==> src/sv/rws_pkg.sv <==
// Package for the round-trip-time window statistics block.
// Holds the field widths, marker constants and the default window size.
// Depends on nothing.
`timescale 1ns / 1ps

package rws_pkg;

    localparam int RTT_W      = 14;
    localparam int MIN_W      = 31;
    localparam int LOSS_W     = 7;
    localparam int DEV_W      = 16;
    localparam int WLEN_W     = 5;
    localparam int WINDOW_MAX_DEFAULT = 16;

    localparam logic [RTT_W-1:0] LOST_MARK   = 14'd10000;
    localparam logic [RTT_W-1:0] UNUSED_MARK = 14'd10001;
    localparam logic [RTT_W-1:0] MAX_RTT     = 14'd9999;
    localparam logic [MIN_W-1:0] NO_MIN      = 31'h7FFF_FFFF;
    localparam logic [WLEN_W-1:0] WLEN_RESET = 5'd4;
    localparam int PERCENT = 100;

endpackage

==> src/sv/rtt_window_statistics.sv <==
// Top level of the round-trip-time window statistics block.
// Uses rws_pkg for widths and marker constants.
`timescale 1ns / 1ps

// Usage
// The slave channel (s_axis_*) takes one probe result per item: tdata holds rtt
// in bits 13:0, tuser holds the lost flag. The master channel (m_axis_*) gives
// one statistics item for every probe. The user writes the window length
// register through cfg_wen/cfg_wdata only while the block is idle; the block
// does not enforce this. Values of 0 act as 1, above WINDOW_MAX as WINDOW_MAX.
// Sequencer
// Every item runs through a sequencer that uses a shared shift-subtract
// divider. It walks the window for sum, count, min, max and loss, divides
// for the average, walks it again for squared deltas, divides, takes a
// square root two bits a step, divides for the loss percent, walks the
// jitter ring and divides once more. The deviation passes are skipped when
// fewer than two rtt values are in the window, and the jitter passes when
// the probe is lost or no earlier reply exists.
// Reset and stalls
// Reset marks all rtt slots unused, clears the jitter ring and the running
// extremes. A result waits in the output register while m_axis_tready is low;
// the next item is taken once the sequencer is idle and waits before output.
module rtt_window_statistics #(
    parameter int WINDOW_MAX = rws_pkg::WINDOW_MAX_DEFAULT
) (
    input  logic        clk,
    input  logic        rst_n,
    input  logic        cfg_wen,
    input  logic [rws_pkg::WLEN_W-1:0] cfg_wdata,
    input  logic        s_axis_tvalid,
    output logic        s_axis_tready,
    input  logic [15:0] s_axis_tdata,   // rtt [13:0], zeros above
    input  logic        s_axis_tuser,   // lost
    output logic        m_axis_tvalid,
    input  logic        m_axis_tready,
    // probe_rtt[13:0], window_average[27:14], window_min[58:28],
    // window_max[72:59], loss_percent[79:73], deviation[95:80],
    // jitter_average[109:96], all_time_min[140:110], all_time_max[154:141]
    output logic [159:0] m_axis_tdata
);
    import rws_pkg::*;

    localparam int IDX_W = (WINDOW_MAX > 1) ? $clog2(WINDOW_MAX) : 1;
    localparam int CNT_W = $clog2(WINDOW_MAX + 1);
    localparam int LEN_W = (CNT_W > WLEN_W) ? CNT_W : WLEN_W;
    localparam int SUM_W = RTT_W + CNT_W;
    localparam int SQ_W  = 2 * RTT_W + CNT_W;
    localparam int DIV_W = 34;

    typedef enum logic [3:0] {
        S_IDLE, S_WRITE, S_SCAN, S_AVG_DIV, S_DEV_SCAN, S_DEV_DIV,
        S_SQRT, S_LOSS_DIV, S_JIT_SCAN, S_JIT_DIV, S_OUT
    } state_t;

    state_t state_reg;

    logic [RTT_W-1:0] rtt_ring [WINDOW_MAX];
    logic [WINDOW_MAX-1:0] used_reg;
    logic [RTT_W-1:0] jit_ring_reg [WINDOW_MAX];

    logic [WLEN_W-1:0] wlen_reg;
    logic [IDX_W-1:0]  wslot_reg, slot_reg, idx_reg;
    logic [RTT_W-1:0]  prev_rtt_reg, held_jit_reg, v_reg;
    logic              prev_valid_reg, lost_reg;
    logic [MIN_W-1:0]  run_min_reg;
    logic [RTT_W-1:0]  run_max_reg;
    logic [SUM_W-1:0]  sum_reg;
    logic [CNT_W-1:0]  count_reg, lostn_reg;
    logic [RTT_W-1:0]  wmin_reg, wmax_reg, avg_reg;
    logic [SQ_W-1:0]   sq_reg;
    logic [LOSS_W-1:0] loss_reg;
    logic [DEV_W-1:0]  dev_reg;
    logic [159:0]      out_reg;
    logic              out_valid_reg;
    logic [LEN_W-1:0]  wl;

    // Shared shift-subtract divider: remainder, quotient, divisor, step count.
    logic [DIV_W-1:0] num_reg, quo_reg, rem_reg, den_reg;
    logic [5:0]       step_reg;
    logic [DIV_W:0]   rem_shift;
    // Square root: two bits per step.
    logic [DIV_W-1:0] sx_reg, sres_reg, sbit_reg;

    always_comb
    begin
        if (wlen_reg == '0)
            wl = LEN_W'(1);
        else if (LEN_W'(wlen_reg) > LEN_W'(WINDOW_MAX))
            wl = LEN_W'(WINDOW_MAX);
        else
            wl = LEN_W'(wlen_reg);
    end

    // Slot read view: an unused slot reads as the unused mark.
    logic [RTT_W-1:0] slot_val;
    logic [RTT_W-1:0] dlt;
    logic [2*RTT_W-1:0] dsq;
    logic             last_idx;
    always_comb
    begin
        slot_val = used_reg[idx_reg] ? rtt_ring[idx_reg] : UNUSED_MARK;
        dlt = (avg_reg >= slot_val) ? avg_reg - slot_val : slot_val - avg_reg;
        dsq = dlt * dlt;
        last_idx = (LEN_W'(idx_reg) + LEN_W'(1)) >= wl;
        rem_shift = {rem_reg, num_reg[DIV_W-1]};
    end

    assign s_axis_tready = (state_reg == S_IDLE);
    assign m_axis_tvalid = out_valid_reg;
    assign m_axis_tdata  = out_reg;

    logic [RTT_W-1:0] in_rtt;
    assign in_rtt = (s_axis_tdata[RTT_W-1:0] > MAX_RTT) ? MAX_RTT : s_axis_tdata[RTT_W-1:0];

    always_ff @(posedge clk)
    begin
        if (state_reg == S_WRITE)
            rtt_ring[slot_reg] <= v_reg;
    end

    always_ff @(posedge clk or negedge rst_n)
    begin
        if (!rst_n)
        begin
            state_reg      <= S_IDLE;
            used_reg       <= '0;
            for (int i = 0; i < WINDOW_MAX; i++)
                jit_ring_reg[i] <= '0;
            wlen_reg       <= WLEN_RESET;
            wslot_reg      <= '0;
            prev_rtt_reg   <= '0;
            prev_valid_reg <= 1'b0;
            held_jit_reg   <= '0;
            run_min_reg    <= NO_MIN;
            run_max_reg    <= '0;
            out_valid_reg  <= 1'b0;
        end
        else
        begin
            if (cfg_wen)
                wlen_reg <= cfg_wdata;
            if (out_valid_reg && m_axis_tready)
                out_valid_reg <= 1'b0;
            case (state_reg)
                S_IDLE:
                begin
                    if (s_axis_tvalid && s_axis_tready)
                    begin
                        lost_reg <= s_axis_tuser;
                        v_reg <= s_axis_tuser ? LOST_MARK : in_rtt;
                        slot_reg <= (LEN_W'(wslot_reg) >= wl) ? '0 : wslot_reg;
                        state_reg <= S_WRITE;
                    end
                end
                S_WRITE:
                begin
                    used_reg[slot_reg] <= 1'b1;
                    idx_reg <= '0;
                    sum_reg <= '0; count_reg <= '0; lostn_reg <= '0;
                    wmin_reg <= LOST_MARK; wmax_reg <= '0;
                    if (!lost_reg)
                    begin
                        if (run_min_reg > MIN_W'(v_reg)) run_min_reg <= MIN_W'(v_reg);
                        if (run_max_reg < v_reg) run_max_reg <= v_reg;
                    end
                    state_reg <= S_SCAN;
                end
                S_SCAN:
                begin
                    if (slot_val < LOST_MARK)
                    begin
                        sum_reg <= sum_reg + SUM_W'(slot_val);
                        count_reg <= count_reg + CNT_W'(1);
                        if (slot_val < wmin_reg) wmin_reg <= slot_val;
                        if (slot_val > wmax_reg) wmax_reg <= slot_val;
                    end
                    else if (slot_val == LOST_MARK)
                        lostn_reg <= lostn_reg + CNT_W'(1);
                    idx_reg <= idx_reg + IDX_W'(1);
                    if (last_idx)
                    begin
                        num_reg <= DIV_W'(sum_reg + ((slot_val < LOST_MARK) ? SUM_W'(slot_val) : '0));
                        den_reg <= DIV_W'(count_reg + ((slot_val < LOST_MARK) ? CNT_W'(1) : '0));
                        rem_reg <= '0; quo_reg <= '0; step_reg <= '0;
                        state_reg <= S_AVG_DIV;
                    end
                end
                S_AVG_DIV, S_DEV_DIV, S_LOSS_DIV, S_JIT_DIV:
                begin
                    if (step_reg == 6'(DIV_W))
                    begin
                        rem_reg <= '0; quo_reg <= '0; step_reg <= '0;
                        case (state_reg)
                            S_AVG_DIV:
                            begin
                                avg_reg <= lost_reg ? LOST_MARK :
                                           (den_reg == '0 ? '0 : RTT_W'(quo_reg));
                                idx_reg <= '0; sq_reg <= '0;
                                state_reg <= S_DEV_SCAN;
                            end
                            S_DEV_DIV:
                            begin
                                sx_reg <= quo_reg; sres_reg <= '0;
                                sbit_reg <= DIV_W'(1) << (DIV_W - 2);
                                state_reg <= S_SQRT;
                            end
                            S_LOSS_DIV:
                            begin
                                loss_reg <= LOSS_W'(quo_reg);
                                if (!lost_reg && prev_valid_reg)
                                begin
                                    jit_ring_reg[slot_reg] <= (v_reg >= prev_rtt_reg) ?
                                        v_reg - prev_rtt_reg : prev_rtt_reg - v_reg;
                                    idx_reg <= '0; sum_reg <= '0;
                                    state_reg <= S_JIT_SCAN;
                                end
                                else
                                begin
                                    if (lost_reg)
                                        jit_ring_reg[slot_reg] <= held_jit_reg;
                                    else
                                    begin
                                        prev_rtt_reg <= v_reg; prev_valid_reg <= 1'b1;
                                    end
                                    state_reg <= S_OUT;
                                end
                            end
                            default:
                            begin
                                held_jit_reg <= RTT_W'(quo_reg);
                                prev_rtt_reg <= v_reg; prev_valid_reg <= 1'b1;
                                state_reg <= S_OUT;
                            end
                        endcase
                    end
                    else
                    begin
                        num_reg <= num_reg << 1;
                        step_reg <= step_reg + 6'd1;
                        if (rem_shift >= {1'b0, den_reg})
                        begin
                            rem_reg <= DIV_W'(rem_shift - {1'b0, den_reg});
                            quo_reg <= {quo_reg[DIV_W-2:0], 1'b1};
                        end
                        else
                        begin
                            rem_reg <= rem_shift[DIV_W-1:0];
                            quo_reg <= {quo_reg[DIV_W-2:0], 1'b0};
                        end
                    end
                end
                S_DEV_SCAN:
                begin
                    if (count_reg < CNT_W'(2))
                    begin
                        dev_reg <= '0;
                        num_reg <= DIV_W'(lostn_reg) * DIV_W'(PERCENT);
                        den_reg <= DIV_W'(wl);
                        state_reg <= S_LOSS_DIV;
                    end
                    else
                    begin
                        if (slot_val > '0 && slot_val < LOST_MARK)
                            sq_reg <= sq_reg + SQ_W'(dsq);
                        idx_reg <= idx_reg + IDX_W'(1);
                        if (last_idx)
                        begin
                            num_reg <= DIV_W'(sq_reg + ((slot_val > '0 && slot_val < LOST_MARK)
                                       ? SQ_W'(dsq) : '0));
                            den_reg <= DIV_W'(count_reg);
                            state_reg <= S_DEV_DIV;
                        end
                    end
                end
                S_SQRT:
                begin
                    if (sbit_reg == '0)
                    begin
                        dev_reg <= DEV_W'(sres_reg);
                        num_reg <= DIV_W'(lostn_reg) * DIV_W'(PERCENT);
                        den_reg <= DIV_W'(wl);
                        state_reg <= S_LOSS_DIV;
                    end
                    else
                    begin
                        if (sx_reg >= sres_reg + sbit_reg)
                        begin
                            sx_reg <= sx_reg - (sres_reg + sbit_reg);
                            sres_reg <= (sres_reg >> 1) + sbit_reg;
                        end
                        else
                            sres_reg <= sres_reg >> 1;
                        sbit_reg <= sbit_reg >> 2;
                    end
                end
                S_JIT_SCAN:
                begin
                    sum_reg <= sum_reg + SUM_W'(jit_ring_reg[idx_reg]);
                    idx_reg <= idx_reg + IDX_W'(1);
                    if (last_idx)
                    begin
                        num_reg <= DIV_W'(sum_reg + SUM_W'(jit_ring_reg[idx_reg]));
                        den_reg <= DIV_W'(wl);
                        state_reg <= S_JIT_DIV;
                    end
                end
                S_OUT:
                begin
                    if (!out_valid_reg)
                    begin
                        out_reg <= {5'd0, run_max_reg, run_min_reg, held_jit_reg, dev_reg,
                                    loss_reg, wmax_reg,
                                    (count_reg == '0) ? NO_MIN : MIN_W'(wmin_reg),
                                    avg_reg, v_reg};
                        out_valid_reg <= 1'b1;
                        wslot_reg <= (LEN_W'(slot_reg) + LEN_W'(1) >= wl) ? '0 :
                                     slot_reg + IDX_W'(1);
                        state_reg <= S_IDLE;
                    end
                end
                default: state_reg <= S_IDLE;
            endcase
        end
    end

endmodule

==> config.mk <==
export PLATFORM = sky130hd
export DESIGN_NAME = rtt_window_statistics
export DESIGN_NICKNAME = d
export VERILOG_FILES = /design/src/sv/rws_pkg.sv /design/src/sv/rtt_window_statistics.sv
export SDC_FILE = /design/constraint.sdc
export NUM_CORES = 2
export LEC_CHECK = 0
export ABC_AREA = 1
export BUFFER_PORTS_ARGS = -buffer_cell sky130_fd_sc_hd__buf_2
export CAP_MARGIN = 20
export CORE_ASPECT_RATIO = 1.25
export CORE_MARGIN = 5
export CORE_UTILIZATION = 68
export CTS_CLUSTER_DIAMETER = 100
export DETAILED_ROUTE_END_ITERATION = 8
export GPL_TIMING_DRIVEN = 1
export PLACE_DENSITY = 0.95
export SYNTH_ARGS = -nofsm -noshare
export SYNTH_HDL_FRONTEND = slang
export SYNTH_SLANG_ARGS = --single-unit
==> constraint.sdc <==
create_clock -name clk -period 17.7 [get_ports clk]
set_clock_uncertainty 0.05 [all_clocks]
set_input_delay 0.885 -clock clk [delete_from_list [all_inputs] [get_ports clk]]
set_output_delay 0.885 -clock clk [all_outputs]
set_load 0.02 [all_outputs]
### Yosys cells after proc, flatten, opt, wreduce, memory -nomap -nowiden

Memory sizes are Yosys's and may differ from the RTL's. A register that Yosys moved wholly into a read port is not among the register bits.
Cells that the tools add are included.

| cells by class | value |
|---|---|
| $add $sub $neg | 22 |
| $mul | 2 |
| $lt $le $gt $ge | 22 |
| eq/ne operators | 38 |
| multiplexer cells | 114 |
| bitwise gates (word level) | 7 |
| reduce and logical (&&, ||, !) cells | 52 |

Operators with widths:

| operator | number |
|---|---|
| two-way mux 34 bit | 26 |
| bitwise mux 224 bit | 2 |
| two-way mux 224 bit | 2 |
| case mux 34 bit (2 select lines) | 5 |
| two-way mux 14 bit | 14 |
| case mux 34 bit (5 select lines) | 1 |
| case mux 34 bit (4 select lines) | 1 |
| two-way mux 33 bit | 4 |
| case mux 14 bit (2 select lines) | 3 |
| two-way mux 19 bit | 4 |
| case mux 19 bit (4 select lines) | 1 |
| zero test 34 bit | 2 |
| subtractor 34 bit | 2 |
| case mux 33 bit (2 select lines) | 1 |
| binary-select mux 14 bit (select 4 bit) | 1 |
| demux 14 bit (select 4 bit) | 1 |
| subtractor 14 bit | 4 |
| two-way mux 4 bit | 13 |
| inequality test 2 bit (second input constant) | 22 |
| adder 19 x 14 -> 20 bit | 2 |
| adder 19 x 14 -> 19 bit | 2 |
| greater-or-equal comparator 35 x 34 -> 1 bit | 1 |
| adder 33 x 28 -> 34 bit | 1 |
| adder 33 x 34 -> 34 bit | 1 |
| 69 further kinds | 141 |

| storage, ports and cells | value |
|---|---|
| register bits | 877 |
| bits in writable memories | 224 |
| input bits | 27 |
| output and inout bits | 162 |
| word-level logic and storage cells | 309 |
| memories kept | 1 |

Memory list:

| memory | depth | width | rd ports | clocked after memory_dff | write ports | line | text |
|---|---|---|---|---|---|---|---|
| rtt_ring | 16 | 14 | 1 | 1 | 1 | rtt_window_statistics.sv:57 | `logic [RTT_W-1:0] rtt_ring [WINDOW_MAX];` |

### Depth between registers and ports, before layout

| logic depth | value |
|---|---|
| word-level depth | 11 |
| mapped depth | 63 |
| gate-level depth less buffers | 57 |

### Worst setup path before layout

Ideal clock, no wire load.

| timing path | value |
|---|---|
| path kind | reg2reg |
| start | register idx_reg[0] |
| end | register sq_reg[28] (data pin) |
| setup time | 0.254 ns |
| arrival | 9.250 ns |
| data required time | 17.396 ns |
| slack | 8.146 ns |
| cell stages (with the launch flop) | 57 |
| buffers on the path | 4 |
| period minus slack after synthesis | 9.554 ns |
| cells stage by stage | edfxtp_1 > buf_2 > o211ai_1 > nand3_1 > nand3_1 > nand2_2 > buf_2 > nand2_1 > inv_1 > ha_1 > nand2_4 > nor2_4 > nand2_1 > nor2_2 > nor2_1 > nand3_4 > inv_2 > buf_6 > (+21 left out) > inv_1 > a21oi_1 > o21bai_1 > a21boi_0 > nand2_1 > nand2_1 > inv_1 > ha_1 > nand2_1 > nor2_1 > inv_1 > nor3_1 > inv_1 > nor4_1 > nand2_1 > o211ai_1 > a21oi_1 > o21a_1 |

| between the ends | value |
|---|---|
| word-level cells in the longest chain between the ends | 10 |

Ends and longest elaborated chain:

| element | line | text |
|---|---|---|
| from (decl) | rtt_window_statistics.sv:62 | `logic [IDX_W-1:0] wslot_reg, slot_reg, idx_reg;` |
| from (signal assigned) | rtt_window_statistics.sv:179 | `idx_reg <= idx_reg + IDX_W'(1);` |
| from (signal assigned) | rtt_window_statistics.sv:265 | `idx_reg <= idx_reg + IDX_W'(1);` |
| from (signal assigned) | rtt_window_statistics.sv:299 | `idx_reg <= idx_reg + IDX_W'(1);` |
| binary-select mux 1 bit (select 4 bit) (*) | rtt_window_statistics.sv:101 | `slot_val = used_reg[idx_reg] ? rtt_ring[idx_reg] : UNUSED_MARK;` |
| two-way mux 1 bit (not written as such) (*) | rtt_window_statistics.sv:101 |  |
| two-way mux 14 bit (*) | rtt_window_statistics.sv:101 |  |
| net slot_val[5] | rtt_window_statistics.sv:95 | `logic [RTT_W-1:0] slot_val;` |
| subtractor 14 bit or greater-or-equal comparator 14 bit (tied branches) | rtt_window_statistics.sv:102 | `dlt = (avg_reg >= slot_val) ? avg_reg - slot_val : slot_val - avg_reg;` |
| two-way mux 14 bit (*) | rtt_window_statistics.sv:102 |  |
| multiplier 14 x 14 -> 28 bit (*) | rtt_window_statistics.sv:103 | `dsq = dlt * dlt;` |
| adder 33 x 28 -> 33 bit (*) | rtt_window_statistics.sv:264 | `sq_reg <= sq_reg + SQ_W'(dsq);` |
| two-way mux 33 bit (*) | rtt_window_statistics.sv:263 | `if (slot_val > '0 && slot_val < LOST_MARK)` |
| two-way mux 33 bit (*) | rtt_window_statistics.sv:254 | `if (count_reg < CNT_W'(2))` |
| case mux 33 bit (2 select lines) (*) | rtt_window_statistics.sv:144 | `case (state_reg)` |
| to (signal assigned) | rtt_window_statistics.sv:264 |  |
| to (decl) | rtt_window_statistics.sv:70 | `logic [SQ_W-1:0] sq_reg;` |

Mark *: on every way through the listed nets, which the timed path passes. The rest lies on a longest branch. The select of a mux whose other input is x is not followed.
A chain may end at the register's enable or synchronous reset.

### Final worst setup path

| timing path | value |
|---|---|
| start | register idx_reg[0] |
| end | register sq_reg[32] (data pin) |

Same word-level chain as after synthesis.

==> results.yml <==
timing:
  rsz0062_at_grt: "false"
  tightestPinTransition_ns: 1.16
  final-hold-violation-count: 0
  relSlewSlack: 0.221
  final.min_clock_period_ns: 12.88
  period_share: 0.727
  setup_viol: 0
  setup_tns_ns: 0
  worst_hold_slack_ns: 0.0862
  fmax_mhz: 77.7
  maxSlewViolCount: 0
yosys:
  netlist_area_mm2: 0.0637
  synth_edf_count: 696
  synth_async_sr_flop_share: 0.308
  synth-seq-cells: 1012
  yosysMostFrequentCell: "nand2_1"
  synthTopCellsByArea: "edfxtp_1 (33%), dfrtp_1 (12%), nand2_1 (11%), ha_1 (7.9%), nor2_1 (5.9%)"
  ys_types: 71
  yosys_warnings: 0
  synth-seq-area-share: 0.452
  ys.flop_type: "edfxtp_1"
  syn_area_per_cell_um2: 8.39
  yosys-top-cells-count: "nand2_1 (1855), nor2_1 (1007), inv_1 (904)"
  synth_top_area_frac: 0.328
  syn_inst: 7595
  synth_top_cell_by_area: "edfxtp_1"
floorplanning:
  fp.dieH_um: 352
  core_area_mm2: 0.0929
  start_util: 0.686
  num_rows: 125
  die_area_mm2: 0.0999
  io_pins: 189
  die_w_um: 284
clock_network:
  htree_levels: 3
  insertion_delay_ns: 0.75
  post-cts-setup-buffers: 0
  cts_hold_buf: 0
  cts_resized: 0
  clock_path_buffers: 3
  cts_tree: "built"
  clock_sinks: 1012
  cts_made_buffers: 95
  clockRootBuffer: "clkbuf_16"
  path_clk_slew_ns: 0.07
critical_path:
  critPathMaxStageDelay_ns: 0.80
  start_kind: "flip-flop"
  crit_top_cell: "nand2_1"
  path_max_fanout: 74
  critPathSlowestCell: "buf_4"
  cp-end-kind: "flip-flop"
  crit_required_ns: 18.06
  path_class: "flip-flop to flip-flop"
  worstPathArrival_ns: 13.24
place:
  gp_congestion: 0.976
  place_inst: 8773
  detailed_place_hpwl_um: 127000
  port_buffers: 181
drt:
  vias: 56200
  drt_wl_total_um: 188000
  routedWlPerCell_um: 21.0
  drc: 0
  drt-initial-drc-count: 7437
  viasPerCell: 6.27
  dr.pass1.iters: 8
  drtAntennaViolNets: 0
global_route:
  grt_pass1_vias: 55900
  grt.total_usage: 0.364
  antenna_found_initial: 4
  grt_pass1_wl_um: 293000
  grt-ovfl-total: 0
  grt_max_degree: 84
layout:
  nNetsFinal: 8224
  drive_gt1_frac: 0.0728
  area_growth_pct: 7.88
  fin_cells: 8961
  nFillCells: 6251
status:
  status: "finished, final reports clean"
hold_path:
  hp-class: "input pin to asynchronous set/reset pin"
job:
  drv_cap: 0
==> cell usage in the layout, fill, tap and decap left out, drive strengths merged, types with 5 or more instances in the layout <==
master / netlist / layout
nand2: 1874 / 1874
nor2: 1029 / 1029
inv: 945 / 947
edfxtp: 696 / 696
o21ai: 519 / 519
a21oi: 475 / 475
ha: 401 / 401
dfrtp: 296 / 296
nand3: 295 / 295
buf: 148 / 249
fa: 125 / 125
clkbuf: 127 / 119
xor2: 104 / 104
xnor2: 63 / 63
nand4: 59 / 59
o211ai: 58 / 58
nor3: 53 / 53
a221oi: 51 / 51
clkinv: 2 / 47
or2: 32 / 32
a31oi: 27 / 27
o21a: 26 / 26
o21bai: 24 / 24
a21o: 20 / 20
nor4: 18 / 18
dfstp: 16 / 16
o2111ai: 15 / 15
a21boi: 14 / 14
nand3b: 11 / 11
a22oi: 10 / 10
bufinv: 0 / 10
a211oi: 8 / 8
o221ai: 7 / 7
o31ai: 6 / 6
conb: 1 / 5
==> final timing paths <==
check	startpoint	to	slack, ns	cells after the start
max	idx_reg[0]	sq_reg[32]	4.82	49
min	rst_n	jit_ring_reg[96]	0.09	1
max reg2reg	idx_reg[0]	sq_reg[32]	4.82	49
min reg2reg	dev_reg[10]	m_axis_tdata[90]	0.37	0
max in group asynchronous	rst_n	jit_ring_reg[144]	14.52	4
min in group clk	m_axis_tready	m_axis_tvalid	0.36	2
==> routing by layer <==
layer / GRT usage / wire length [um] / up-vias
met5: 0 / 13 / -
met4: 0.228 / 14200 / 2
met3: 0.0736 / 21200 / 944
met2: 0.592 / 86700 / 3854
met1: 0.449 / 66400 / 26200
li1: - / - / 25100
==> logic make-up after synthesis <==
kind of cell,synth area share
fa+ha+maj,0.118
flops,0.452
simple gates,0.215
compound gates,0.114
xor+xnor,0.0235
other cells,0.0000589
buf+inv,0.0771
mux,0.000354
==> through the flow <==
| step | area (um^2) | util | setup slack [ns] |
|---|---|---|---|
| finish | 68700 | 0.740 | 4.82 |
| detailed placement | 65300 | 0.703 | 5.15 |
| CTS | 68600 | 0.739 | 5.01 |
| global placement | 65300 | 0.703 | 5.38 |
| floorplan | 63700 | - | 8.15 |
| global route | 68700 | 0.740 | 4.12 |
==> cell type report <==
cell class              count  area [um^2]  share of cell area
clock buffers             118         2550              0.0372
diodes                      3         7.51            0.000109
repair buffers            250         1480              0.0215
flip-flops and latches   1012        28800               0.419
clock inverters            60          731              0.0106
multi-input cells        5365        30100               0.438
well taps                1206         1510              0.0220
inverters                 947         3550              0.0517
==> critical path, delay by kind of cell, from the launching register on <==
kind / cells / cell delay [ns]
fa+ha+maj: 9 / 4.38
simple gates: 23 / 3.59
buf+inv: 10 / 2.66
compound gates: 7 / 1.54
flops: 1 / 0.33
Power is not shown: default switching activity piles up to over one toggle a cycle in this logic, so the estimate is an artifact.
